**config.mk**
```make
export PLATFORM = sky130hd
export DESIGN_NAME = neighbor_table_with_aging
export DESIGN_NICKNAME = d
export VERILOG_FILES = /design/src/rtl/nbt_pkg.sv /design/src/rtl/nbt_mem.sv /design/src/rtl/nbt_life.sv /design/src/rtl/neighbor_table_with_aging.sv
export VERILOG_INCLUDE_DIRS = /design/src /design/src/rtl
export SDC_FILE = /design/constraint.sdc
export NUM_CORES = 2
export LEC_CHECK = 0
export BUFFER_PORTS_ARGS = -buffer_cell sky130_fd_sc_hd__buf_4
export CAP_MARGIN = 20
export CORE_MARGIN = 1
export CORE_UTILIZATION = 56
export DETAILED_ROUTE_END_ITERATION = 8
export GPL_TIMING_DRIVEN = 1
export HOLD_SLACK_MARGIN = 0.03
export MAX_ROUTING_LAYER = met4
export PLACE_DENSITY = 0.87
export REMOVE_ABC_BUFFERS = 1
export SLEW_MARGIN = 20
export SYNTH_ARGS = -nofsm -noshare
export SYNTH_HDL_FRONTEND = slang
export SYNTH_SLANG_ARGS = --single-unit
```
**constraint.sdc**
```tcl
create_clock -name clk_i -period 16.76 [get_ports clk_i]
set_input_delay 1.676 -clock clk_i [delete_from_list [all_inputs] [get_ports clk_i]]
set_output_delay 1.676 -clock clk_i [all_outputs]
set_load 0.05 [all_outputs]
```
**src/rtl/assert_macros.svh**
```systemverilog
// Assertion macros used by the RTL top level.
// Depends on nothing; take in with an include of the bare file name.
`ifndef ASSERT_MACROS_SVH
`define ASSERT_MACROS_SVH
// Implication checked at every rising clock edge outside reset.
`define ASSERT_IMPL(label, clk, rst_n, cond, prop, msg) \
  label: assert property (@(posedge clk) disable iff (!rst_n) (cond) |-> (prop)) \
    else $error(msg);
// Next-cycle implication outside reset.
`define ASSERT_NEXT(label, clk, rst_n, cond, prop, msg) \
  label: assert property (@(posedge clk) disable iff (!rst_n) (cond) |=> (prop)) \
    else $error(msg);
`endif

```
**src/rtl/nbt_pkg.sv**
```systemverilog
// Package for the neighbor table: payload structs, opcodes, status codes, register indices.
// No dependencies.
`timescale 1ns / 1ps
`default_nettype none
package nbt_pkg;
  localparam int TableDepth = 16;
  localparam int IdxW = $clog2(TableDepth);

  localparam logic [2:0] OpAdd     = 3'd0;
  localparam logic [2:0] OpRemove  = 3'd1;
  localparam logic [2:0] OpFind    = 3'd2;
  localparam logic [2:0] OpSetPar  = 3'd3;
  localparam logic [2:0] OpTick    = 3'd4;
  localparam logic [2:0] OpRefresh = 3'd5;
  localparam logic [2:0] OpRead    = 3'd6;
  localparam logic [2:0] OpClear   = 3'd7;

  localparam logic [1:0] StOk     = 2'd0;
  localparam logic [1:0] StFull   = 2'd1;
  localparam logic [1:0] StDup    = 2'd2;
  localparam logic [1:0] StNotFnd = 2'd3;

  localparam logic [1:0] RegLifetime = 2'd0;
  localparam logic [1:0] RegMult     = 2'd1;
  localparam logic [1:0] RegDecr     = 2'd2;

  typedef struct packed {
    logic [2:0]  opcode;
    logic [5:0]  index;
    logic [63:0] addr_high;
    logic [63:0] addr_low;
    logic [15:0] rank_in;
    logic [15:0] version_in;
    logic [15:0] metric_in;
  } in_item_t;

  typedef struct packed {
    logic [1:0]  status;
    logic [5:0]  entry_index;
    logic [6:0]  entry_count;
    logic        parent_valid;
    logic [5:0]  parent_index;
    logic [63:0] out_addr_high;
    logic [63:0] out_addr_low;
    logic [15:0] out_rank;
    logic [15:0] out_version;
    logic [15:0] out_metric;
    logic        out_is_parent;
    logic [15:0] out_expiry;
  } out_item_t;

  // One table row.
  typedef struct packed {
    logic [63:0] addr_high;
    logic [63:0] addr_low;
    logic [15:0] rank;
    logic [15:0] version;
    logic [15:0] metric;
    logic        is_parent;
    logic [15:0] expiry;
  } entry_t;

  // Sequencer to memory command.
  typedef struct packed {
    logic           rd_en;
    logic [IdxW-1:0] rd_idx;
    logic           wr_en;
    logic [IdxW-1:0] wr_idx;
    entry_t         wr_data;
  } mem_cmd_t;
endpackage
`default_nettype wire

```
**src/rtl/nbt_mem.sv**
```systemverilog
// Entry store of the neighbor table: one write port, one registered read port.
// Depends on nbt_pkg.
`timescale 1ns / 1ps
`default_nettype none
module nbt_mem (
  input  wire logic              clk_i,
  input  wire nbt_pkg::mem_cmd_t cmd_i,
  output nbt_pkg::entry_t        rd_data_o
);
  nbt_pkg::entry_t mem_q [nbt_pkg::TableDepth];

  always_ff @(posedge clk_i) begin
    if (cmd_i.wr_en) mem_q[cmd_i.wr_idx] <= cmd_i.wr_data;
    if (cmd_i.rd_en) rd_data_o <= mem_q[cmd_i.rd_idx];
  end
endmodule
`default_nettype wire

```
**src/rtl/nbt_life.sv**
```systemverilog
// Lifetime product: default lifetime times multiplier, saturated to 16 bits.
// Registered once; does not depend on nbt_pkg.
`timescale 1ns / 1ps
`default_nettype none
module nbt_life (
  input  wire logic        clk_i,
  input  wire logic [7:0]  lifetime_i,
  input  wire logic [15:0] mult_i,
  output logic      [15:0] life_o
);
  logic [23:0] prod;
  assign prod = 24'(lifetime_i) * 24'(mult_i);
  always_ff @(posedge clk_i) begin
    life_o <= (prod[23:16] != 8'd0) ? 16'hFFFF : prod[15:0];
  end
endmodule
`default_nettype wire

```
**src/rtl/neighbor_table_with_aging.sv**
```systemverilog
// Top level of the neighbor table with aging: sequencer, registers, handshakes.
// Depends on nbt_pkg, nbt_mem, nbt_life and assert_macros.svh.
//
//  channel | direction | handshake               | payload
//  in      | to block  | in_valid_i / in_ready_o | nbt_pkg::in_item_t
//  out     | from block| out_valid_o/ out_ready_i| nbt_pkg::out_item_t
//  cfg     | to block  | cfg_valid_i/ cfg_ready_o| cfg_index_i, cfg_data_i
//
// Add, find, refresh and tick scan the entries one at a time through the memory
// read port; tick moves the last entry into the hole of each expired one. Remove
// moves the last entry into its hole, set parent reads and writes back the entry,
// read fetches one entry; clear and rejected items go straight to the result.
// Reset clears count, preferred parent, lifetime and multiplier and sets the
// decrement to one; entries need no clearing. A finished result waits in
// the output register; the block takes the next item once it is transferred.
`timescale 1ns / 1ps
`default_nettype none
`include "assert_macros.svh"
module neighbor_table_with_aging (
  input  wire logic               clk_i,
  input  wire logic               rst_ni,
  input  wire logic               in_valid_i,
  output logic                    in_ready_o,
  input  wire nbt_pkg::in_item_t  in_data_i,
  output logic                    out_valid_o,
  input  wire logic               out_ready_i,
  output nbt_pkg::out_item_t      out_data_o,
  input  wire logic               cfg_valid_i,
  output logic                    cfg_ready_o,
  input  wire logic [1:0]         cfg_index_i,
  input  wire logic [15:0]        cfg_data_i
);
  localparam int IW = nbt_pkg::IdxW;
  localparam int CW = IW + 1;
  localparam logic [CW-1:0] Depth = CW'(nbt_pkg::TableDepth);

  localparam logic [3:0] SIdle  = 4'd0;
  localparam logic [3:0] SScan  = 4'd1;  // issue read of scan_q
  localparam logic [3:0] SCmp   = 4'd2;  // compare read data
  localparam logic [3:0] SMove  = 4'd3;  // read last entry; SParW writes it into the hole
  localparam logic [3:0] SRdOut = 4'd4;  // read data for read op
  localparam logic [3:0] SDone  = 4'd5;
  localparam logic [3:0] SOut   = 4'd6;
  localparam logic [3:0] SPar   = 4'd7;  // set parent: read, flag, write back
  localparam logic [3:0] SParW  = 4'd8;
  localparam logic [3:0] SRefW  = 4'd9;

  logic [3:0] state_q, state_d;
  nbt_pkg::in_item_t item_q, item_d;
  logic [CW-1:0] count_q, count_d;
  logic pvalid_q, pvalid_d;
  logic [IW-1:0] pidx_q, pidx_d;
  logic [CW-1:0] scan_q, scan_d;
  logic [1:0] status_q, status_d;
  logic [5:0] eidx_q, eidx_d;
  logic rd_q, rd_d;
  logic [7:0] life_cfg_q;
  logic [15:0] mult_q, decr_q;
  nbt_pkg::out_item_t out_q, out_d;
  logic [15:0] life;
  nbt_pkg::mem_cmd_t cmd;
  nbt_pkg::entry_t rdata, new_entry;
  logic scan_end;

  nbt_mem u_mem (.clk_i(clk_i), .cmd_i(cmd), .rd_data_o(rdata));
  nbt_life u_life (.clk_i(clk_i), .lifetime_i(life_cfg_q), .mult_i(mult_q), .life_o(life));

  assign in_ready_o  = (state_q == SIdle);
  assign cfg_ready_o = (state_q == SIdle);
  assign out_valid_o = (state_q == SOut);
  assign out_data_o  = out_q;
  assign scan_end    = (scan_q >= count_q);

  always_comb begin
    new_entry.addr_high = item_q.addr_high;
    new_entry.addr_low  = item_q.addr_low;
    new_entry.rank      = item_q.rank_in;
    new_entry.version   = item_q.version_in;
    new_entry.metric    = item_q.metric_in;
    new_entry.is_parent = 1'b0;
    new_entry.expiry    = life;
  end

  // Sequencer: every entry access goes through the memory's read and write ports.
  always_comb begin
    logic [CW-1:0] last;
    logic hit;
    state_d = state_q; item_d = item_q; count_d = count_q;
    pvalid_d = pvalid_q; pidx_d = pidx_q; scan_d = scan_q;
    status_d = status_q; eidx_d = eidx_q; rd_d = rd_q;
    cmd = '0;
    cmd.rd_idx = scan_q[IW-1:0];
    cmd.wr_data = rdata;
    last = count_q - CW'(1);
    hit = (rdata.addr_high == item_q.addr_high) && (rdata.addr_low == item_q.addr_low);
    unique case (state_q)
      SIdle: begin
        if (in_valid_i) begin
          item_d = in_data_i; status_d = nbt_pkg::StOk; eidx_d = '0; rd_d = 1'b0;
          scan_d = '0;
          unique case (in_data_i.opcode) inside
            nbt_pkg::OpAdd: begin
              if (count_q >= Depth) begin
                status_d = nbt_pkg::StFull; state_d = SDone;
              end else state_d = SScan;
            end
            nbt_pkg::OpFind, nbt_pkg::OpRefresh, nbt_pkg::OpTick: state_d = SScan;
            nbt_pkg::OpRemove, nbt_pkg::OpSetPar, nbt_pkg::OpRead: begin
              scan_d = CW'(in_data_i.index);
              if ({1'b0, in_data_i.index} >= 7'(count_q)) begin
                status_d = nbt_pkg::StNotFnd; state_d = SDone;
                if (in_data_i.opcode == nbt_pkg::OpSetPar) pvalid_d = 1'b0;
              end else if (in_data_i.opcode == nbt_pkg::OpRemove) begin
                state_d = SMove;
                scan_d = CW'(in_data_i.index);
              end else state_d = (in_data_i.opcode == nbt_pkg::OpRead) ? SRdOut : SPar;
            end
            default: begin
              count_d = '0; pvalid_d = 1'b0; state_d = SDone;
            end
          endcase
        end
      end
      SScan: begin
        if (scan_end) begin
          if (item_q.opcode == nbt_pkg::OpAdd) begin
            cmd.wr_en = 1'b1; cmd.wr_idx = count_q[IW-1:0]; cmd.wr_data = new_entry;
            eidx_d = 6'(count_q); count_d = count_q + CW'(1);
          end else if (item_q.opcode != nbt_pkg::OpTick) status_d = nbt_pkg::StNotFnd;
          state_d = SDone;
        end else begin
          cmd.rd_en = 1'b1; state_d = SCmp;
        end
      end
      SCmp: begin
        state_d = SScan;
        if (item_q.opcode == nbt_pkg::OpTick) begin
          if ({1'b0, rdata.expiry} > {1'b0, decr_q}) begin
            cmd.wr_en = 1'b1; cmd.wr_idx = scan_q[IW-1:0];
            cmd.wr_data.expiry = rdata.expiry - decr_q;
            scan_d = scan_q + CW'(1);
          end else state_d = SMove;
        end else if (hit) begin
          // A duplicate add reports index zero.
          if (item_q.opcode == nbt_pkg::OpAdd) begin
            status_d = nbt_pkg::StDup; state_d = SDone;
          end else begin
            eidx_d = 6'(scan_q);
            state_d = (item_q.opcode == nbt_pkg::OpRefresh) ? SRefW : SDone;
          end
        end else scan_d = scan_q + CW'(1);
      end
      // Remove entry scan_q: read last, then write it into the hole.
      SMove: begin
        cmd.rd_en = 1'b1; cmd.rd_idx = last[IW-1:0];
        if (pvalid_q && CW'(pidx_q) == scan_q) pvalid_d = 1'b0;
        else if (pvalid_q && CW'(pidx_q) == last) pidx_d = scan_q[IW-1:0];
        state_d = SParW; rd_d = 1'b1;
      end
      SParW: begin
        if (rd_q) begin
          // move completes
          cmd.wr_en = 1'b1; cmd.wr_idx = scan_q[IW-1:0]; cmd.wr_data = rdata;
          count_d = last; rd_d = 1'b0;
          state_d = (item_q.opcode == nbt_pkg::OpTick) ? SScan : SDone;
        end else begin
          cmd.wr_en = 1'b1; cmd.wr_idx = scan_q[IW-1:0];
          cmd.wr_data.is_parent = 1'b1;
          state_d = SDone;
        end
      end
      SPar: begin
        // read issued in SIdle is not possible; issue here and wait
        cmd.rd_en = 1'b1;
        pvalid_d = 1'b1; pidx_d = scan_q[IW-1:0];
        state_d = SRefW; status_d = nbt_pkg::StOk;
      end
      SRefW: begin
        cmd.wr_en = 1'b1; cmd.wr_idx = scan_q[IW-1:0];
        if (item_q.opcode == nbt_pkg::OpRefresh) cmd.wr_data.expiry = life;
        else cmd.wr_data.is_parent = 1'b1;
        state_d = SDone;
      end
      SRdOut: begin
        cmd.rd_en = 1'b1; eidx_d = 6'(scan_q); rd_d = 1'b1; state_d = SDone;
      end
      SDone: state_d = SOut;
      SOut: if (out_ready_i) begin
        state_d = SIdle; rd_d = 1'b0;
      end
      default: state_d = SIdle;
    endcase
  end

  // Build the result once the read data has settled.
  always_comb begin
    out_d = '0;
    out_d.status       = status_q;
    out_d.entry_index  = eidx_q;
    out_d.entry_count  = 7'(count_q);
    out_d.parent_valid = pvalid_q;
    out_d.parent_index = pvalid_q ? 6'(pidx_q) : 6'd0;
    if (rd_q && item_q.opcode == nbt_pkg::OpRead) begin
      out_d.out_addr_high = rdata.addr_high;
      out_d.out_addr_low  = rdata.addr_low;
      out_d.out_rank      = rdata.rank;
      out_d.out_version   = rdata.version;
      out_d.out_metric    = rdata.metric;
      out_d.out_is_parent = rdata.is_parent;
      out_d.out_expiry    = rdata.expiry;
    end
  end

  always_ff @(posedge clk_i) begin
    if (state_q == SDone) out_q <= out_d;
  end

  always_ff @(posedge clk_i) item_q <= item_d;
  always_ff @(posedge clk_i) begin
    scan_q <= scan_d; status_q <= status_d; eidx_q <= eidx_d; pidx_q <= pidx_d;
  end

  always_ff @(posedge clk_i or negedge rst_ni) begin
    if (!rst_ni) begin
      state_q <= SIdle; count_q <= '0; pvalid_q <= 1'b0; rd_q <= 1'b0;
      life_cfg_q <= '0; mult_q <= '0; decr_q <= 16'd1;
    end else begin
      state_q <= state_d; count_q <= count_d; pvalid_q <= pvalid_d; rd_q <= rd_d;
      if (cfg_valid_i && cfg_ready_o) begin
        unique case (cfg_index_i)
          nbt_pkg::RegLifetime: life_cfg_q <= cfg_data_i[7:0];
          nbt_pkg::RegMult:     mult_q <= cfg_data_i;
          nbt_pkg::RegDecr:     decr_q <= cfg_data_i;
          default: ;
        endcase
      end
    end
  end

  `ASSERT_IMPL(a_count_max, clk_i, rst_ni, 1'b1, count_q <= Depth, "count exceeds depth")
  `ASSERT_IMPL(a_parent_in_range, clk_i, rst_ni, pvalid_q, CW'(pidx_q) < count_q,
               "parent index beyond count")
  `ASSERT_NEXT(a_out_hold, clk_i, rst_ni, out_valid_o && !out_ready_i, $stable(out_q),
               "result changed while stalled")
endmodule
`default_nettype wire

```
==> out/results.tsv <==
stage	metric	value	unit
run_status	status	finished, violations left	
run_status	failing checks	design-rule violations	
setup_path	crit-path max FO	116	
finish	Fillers	16400	
pwr	Net Sw Frac	34.5	%
drt	Post-DRT Antenna Nets	0	
setup_path	most used cell along the critical path	buf_4	
cts	Post-CTS Setup Bufs	0	
hold_path	critical hold path startpoint	status_q[1]	
setup_path	slowest CP cell	dfrtp_1	
sta	Tcrit/Tclk final	44.9	%
setup_path	Critical path destination	u_mem.mem_q[0][114]	
drt	# DRC	62	
finish	layout cells sized above 1	23.2	%
synth	Yosys cell types	78	
cts	CTS Buf Count	362	
setup_path	crit path buf inv count	4	
finish	area taken by multi-input logic gates	35300	um^2
floorplan	I/O pin count	426	
drt	final WL	405	mm
synth	most common cell in the synthesized netlist	edfxtp_1	
cts	Worst-Skew Late Latency	0.94	ns
finish	register area	112000	um^2
pwr	total power	32100	uW
synth	cells after synthesis	7619	
synth	synth cell count leaders	edfxtp_1, mux4_2, nand2_1	
placed_design	Place WS	9.56	ns
synth	Post-Syn Area per Cell	19.6	um^2
drt	DRT iter0 DRCs	11800	
setup_path	delay-heaviest family, CP	buffers and inverters	
sta	Worst Skew	0.111	ns
synth	Post-synth EDFFs	3686	
floorplan	die area	269000	um^2
pwr	logic gate share of total power	32.3	%
global_route	first-pass GRT wire length	581	mm
global_route	vias in the first global route	83700	
synth	ys flop type	edfxtp_1	
synth	Synth async-reset ratio	1.36	%
cts	clk sink count	3753	
synth	cell type with the largest total area after synthesis	edfxtp_1	
drt	Via Count	81700	
placed_design	hpwl dp	201	mm
setup_path	Crit Path Category	reg -> reg	
setup_path	Worst R2R Path Depth	12	
setup_path	stages on the worst setup path	12	
setup_path	worst flop-to-flop path startpoint	count_q[0]	
sta	fin worst setup slack	9.24	ns
setup_path	crit path from	count_q[0]	
setup_path	crit-path cells	ha_1 > nand2b_1 > a21o_1 > a21oi_1 > o21ai_4 > nand2_4 > buf_4 > o22ai_1 > nor2_4 > buf_4 > buf_12 > buf_4	
global_route	residual overflow from global routing	0	
floorplan	die width	519	um
placed_design	placed cells	11300	
setup_path	RR Endpoint	u_mem.mem_q[0][114]	
global_route	largest net degree at the start of global routing	135	
sta	Worst Max-Slew Pin Slew	1.22	ns
setup_path	startpoint class of the critical path	flip-flop	
cts	CTS root buffer	clkbuf_16	
synth	sequential share of the synthesized area	75.1	%
finish	fin cells	12000	
synth	YS warnings	0	
sta	Final Critical Period	7.52	ns
hold_path	Hold WC Path Type	reg -> reg	
global_route	GRT Total Usage	30.9	%
finish	Area Overhead vs Synth	12.9	%
drt	via/cell ratio	6.81	
setup_path	r2r setup slk	9.24	ns
sta	max-slew violation count	0	
cts	cts hold-fix bufs	0	
synth	top cells by area, synth	edfxtp_1, mux4_2, nand2_1, mux2i_1, and2_1	
sta	Hold Fails Final Rpt	0	
placed_design	Placer Congestion	0.895	
sta	FMAX	133	MHz
synth	flops & latches, synth	3753	
global_route	initial antenna violation count	25	
sta	Setup Viol. Count Final	0	
setup_path	critical path's largest stage delay	0.92	ns
pwr	NetSw	11100	uW
pwr	worst IR drop on VDD	0.354	mV
sta	Slew headroom	18.5	%
cts	CTS tree	done	
cts	post-CTS sizing	0	
sta	RSZ-0062 raised after global routing	false	
run	Max-Cap Viols	0	
sta	setup TNS	0	ns
pwr	Power per Cell Area	190	nW/um^2
setup_path	Setup crit end kind	flip-flop	
floorplan	Starting Density	56.3	%
floorplan	# rows	189	
synth	Synth top area share	74.1	%
placed_design	IO Port Bufs	420	
cts	clk buf depth	4	
pwr	Seq pwr share	42.0	%
synth	synthesized cell area	149000	um^2
drt	drt pass-1 iters	8	
drt	routed len/inst	33.8	um
cts	H-tree Lvls	5	
setup_path	Critical Path AT	8.04	ns
floorplan	die height	519	um
finish	# nets final	8518	
cts	Clock transition at path regs	0.07	ns
pwr	clock share of power	25.7	%
floorplan	CORE AREA	265000	um^2
pwr	Pleak	0.0559	uW
setup_path	Worst EP required	17.28	ns
pwr	Cell Int Power	21000	uW
through the flow:
stage / util [%] / instance area (um^2) / hold slack [ns]
floorplan: - / 148000 / 0.400
global route: 63.6 / 169000 / 0.424
detailed placement: 59.1 / 157000 / 0.405
global placement: 59.1 / 157000 / 0.403
finish: 63.6 / 169000 / 0.420
CTS: 63.5 / 169000 / 0.415
state kept, by name (all words and copies together) (netlist names), 4 cells and up:
name / count
count_q: 5
decr_q: 16
eidx_q: 5
item_q: 179
life_cfg_q: 8
mult_q: 16
out_data_o: 210
pidx_q: 4
scan_q: 5
state_q: 4
u_life.life_o: 16
u_mem.mem_q: 3088
u_mem.rd_data_o: 193
cell usage in the layout (no fill, tap or decap), types with 73 or more instances in the layout:
master,Yosys,layout
ha_1,73,73
and2_1,295,293
a211oi_1,202,202
buf_4,10,541
clkinv_1,0,78
fa_1,85,85
xor2_1,83,83
mux2i_1,219,219
nor2b_1,201,201
nand2_1,605,604
clkbuf_16,0,365
a21oi_1,263,254
clkinv_2,0,74
inv_1,135,135
edfxtp_1,3686,3686
xnor2_1,73,73
mux4_2,772,772
cells by family after synthesis:
logic type      share of synthesized area [%]
compound gates                           2.90
simple gates                             4.37
flops                                    75.1
buf+inv                                  1.48
other cells                           0.00251
fa+ha+maj                                1.75
mux                                      13.4
xor+xnor                                0.914
power by group through the flow:
stage / Combinational, uW / Clock [uW] / Sequential, uW
after floorplan: 11700 / 0 / 13800
after global placement: 9540 / 0 / 13600
after CTS: 10300 / 8300 / 13400
after detailed placement: 9960 / 0 / 13600
after global routing: 11100 / 8610 / 13500
final: 10300 / 8250 / 13500
routing by layer:
metal | up-vias | part of all wire [%] | GRT usage, %
met5 | - | 0 | -
met4 | 0 | 6.0 | 16.3
met3 | 1360 | 11 | 5.96
met2 | 7130 | 49 | 49.0
met1 | 41700 | 34 | 38.1
li1 | 31500 | - | -
layout make-up:
type / instances / share of cell area (%)
antenna: 12 / 0.0178
clock buffer: 426 / 5.56
clock inverter: 236 / 1.42
inverter: 135 / 0.300
multi-input combinational: 3343 / 20.9
sequential: 3753 / 66.6
tap: 3533 / 2.62
timing repair buffer: 557 / 2.60
worst register-to-register path, delay by kind of cell, from the launching register on:
kind	cells	cell delay, ns
flip-flops	1	0.92
AND/OR/NAND/NOR	3	1.32
adder cells (fa/ha/maj)	1	0.37
buffers and inverters	4	3.18
AO/OA/AOI/OAI	4	1.40
how the worst min path moves through the flow:
stage,endpoint,slack (ns),cells past startpoint
2_1_floorplan,out_data_o[207],0.40,0
3_3_place_gp,out_data_o[209],0.40,0
3_5_place_dp,out_data_o[210],0.41,0
4_1_cts,out_data_o[214],0.41,0
5_1_grt,out_data_o[210],0.42,0
6_report,out_data_o[214],0.42,0
(Power assumes the default switching activity.)
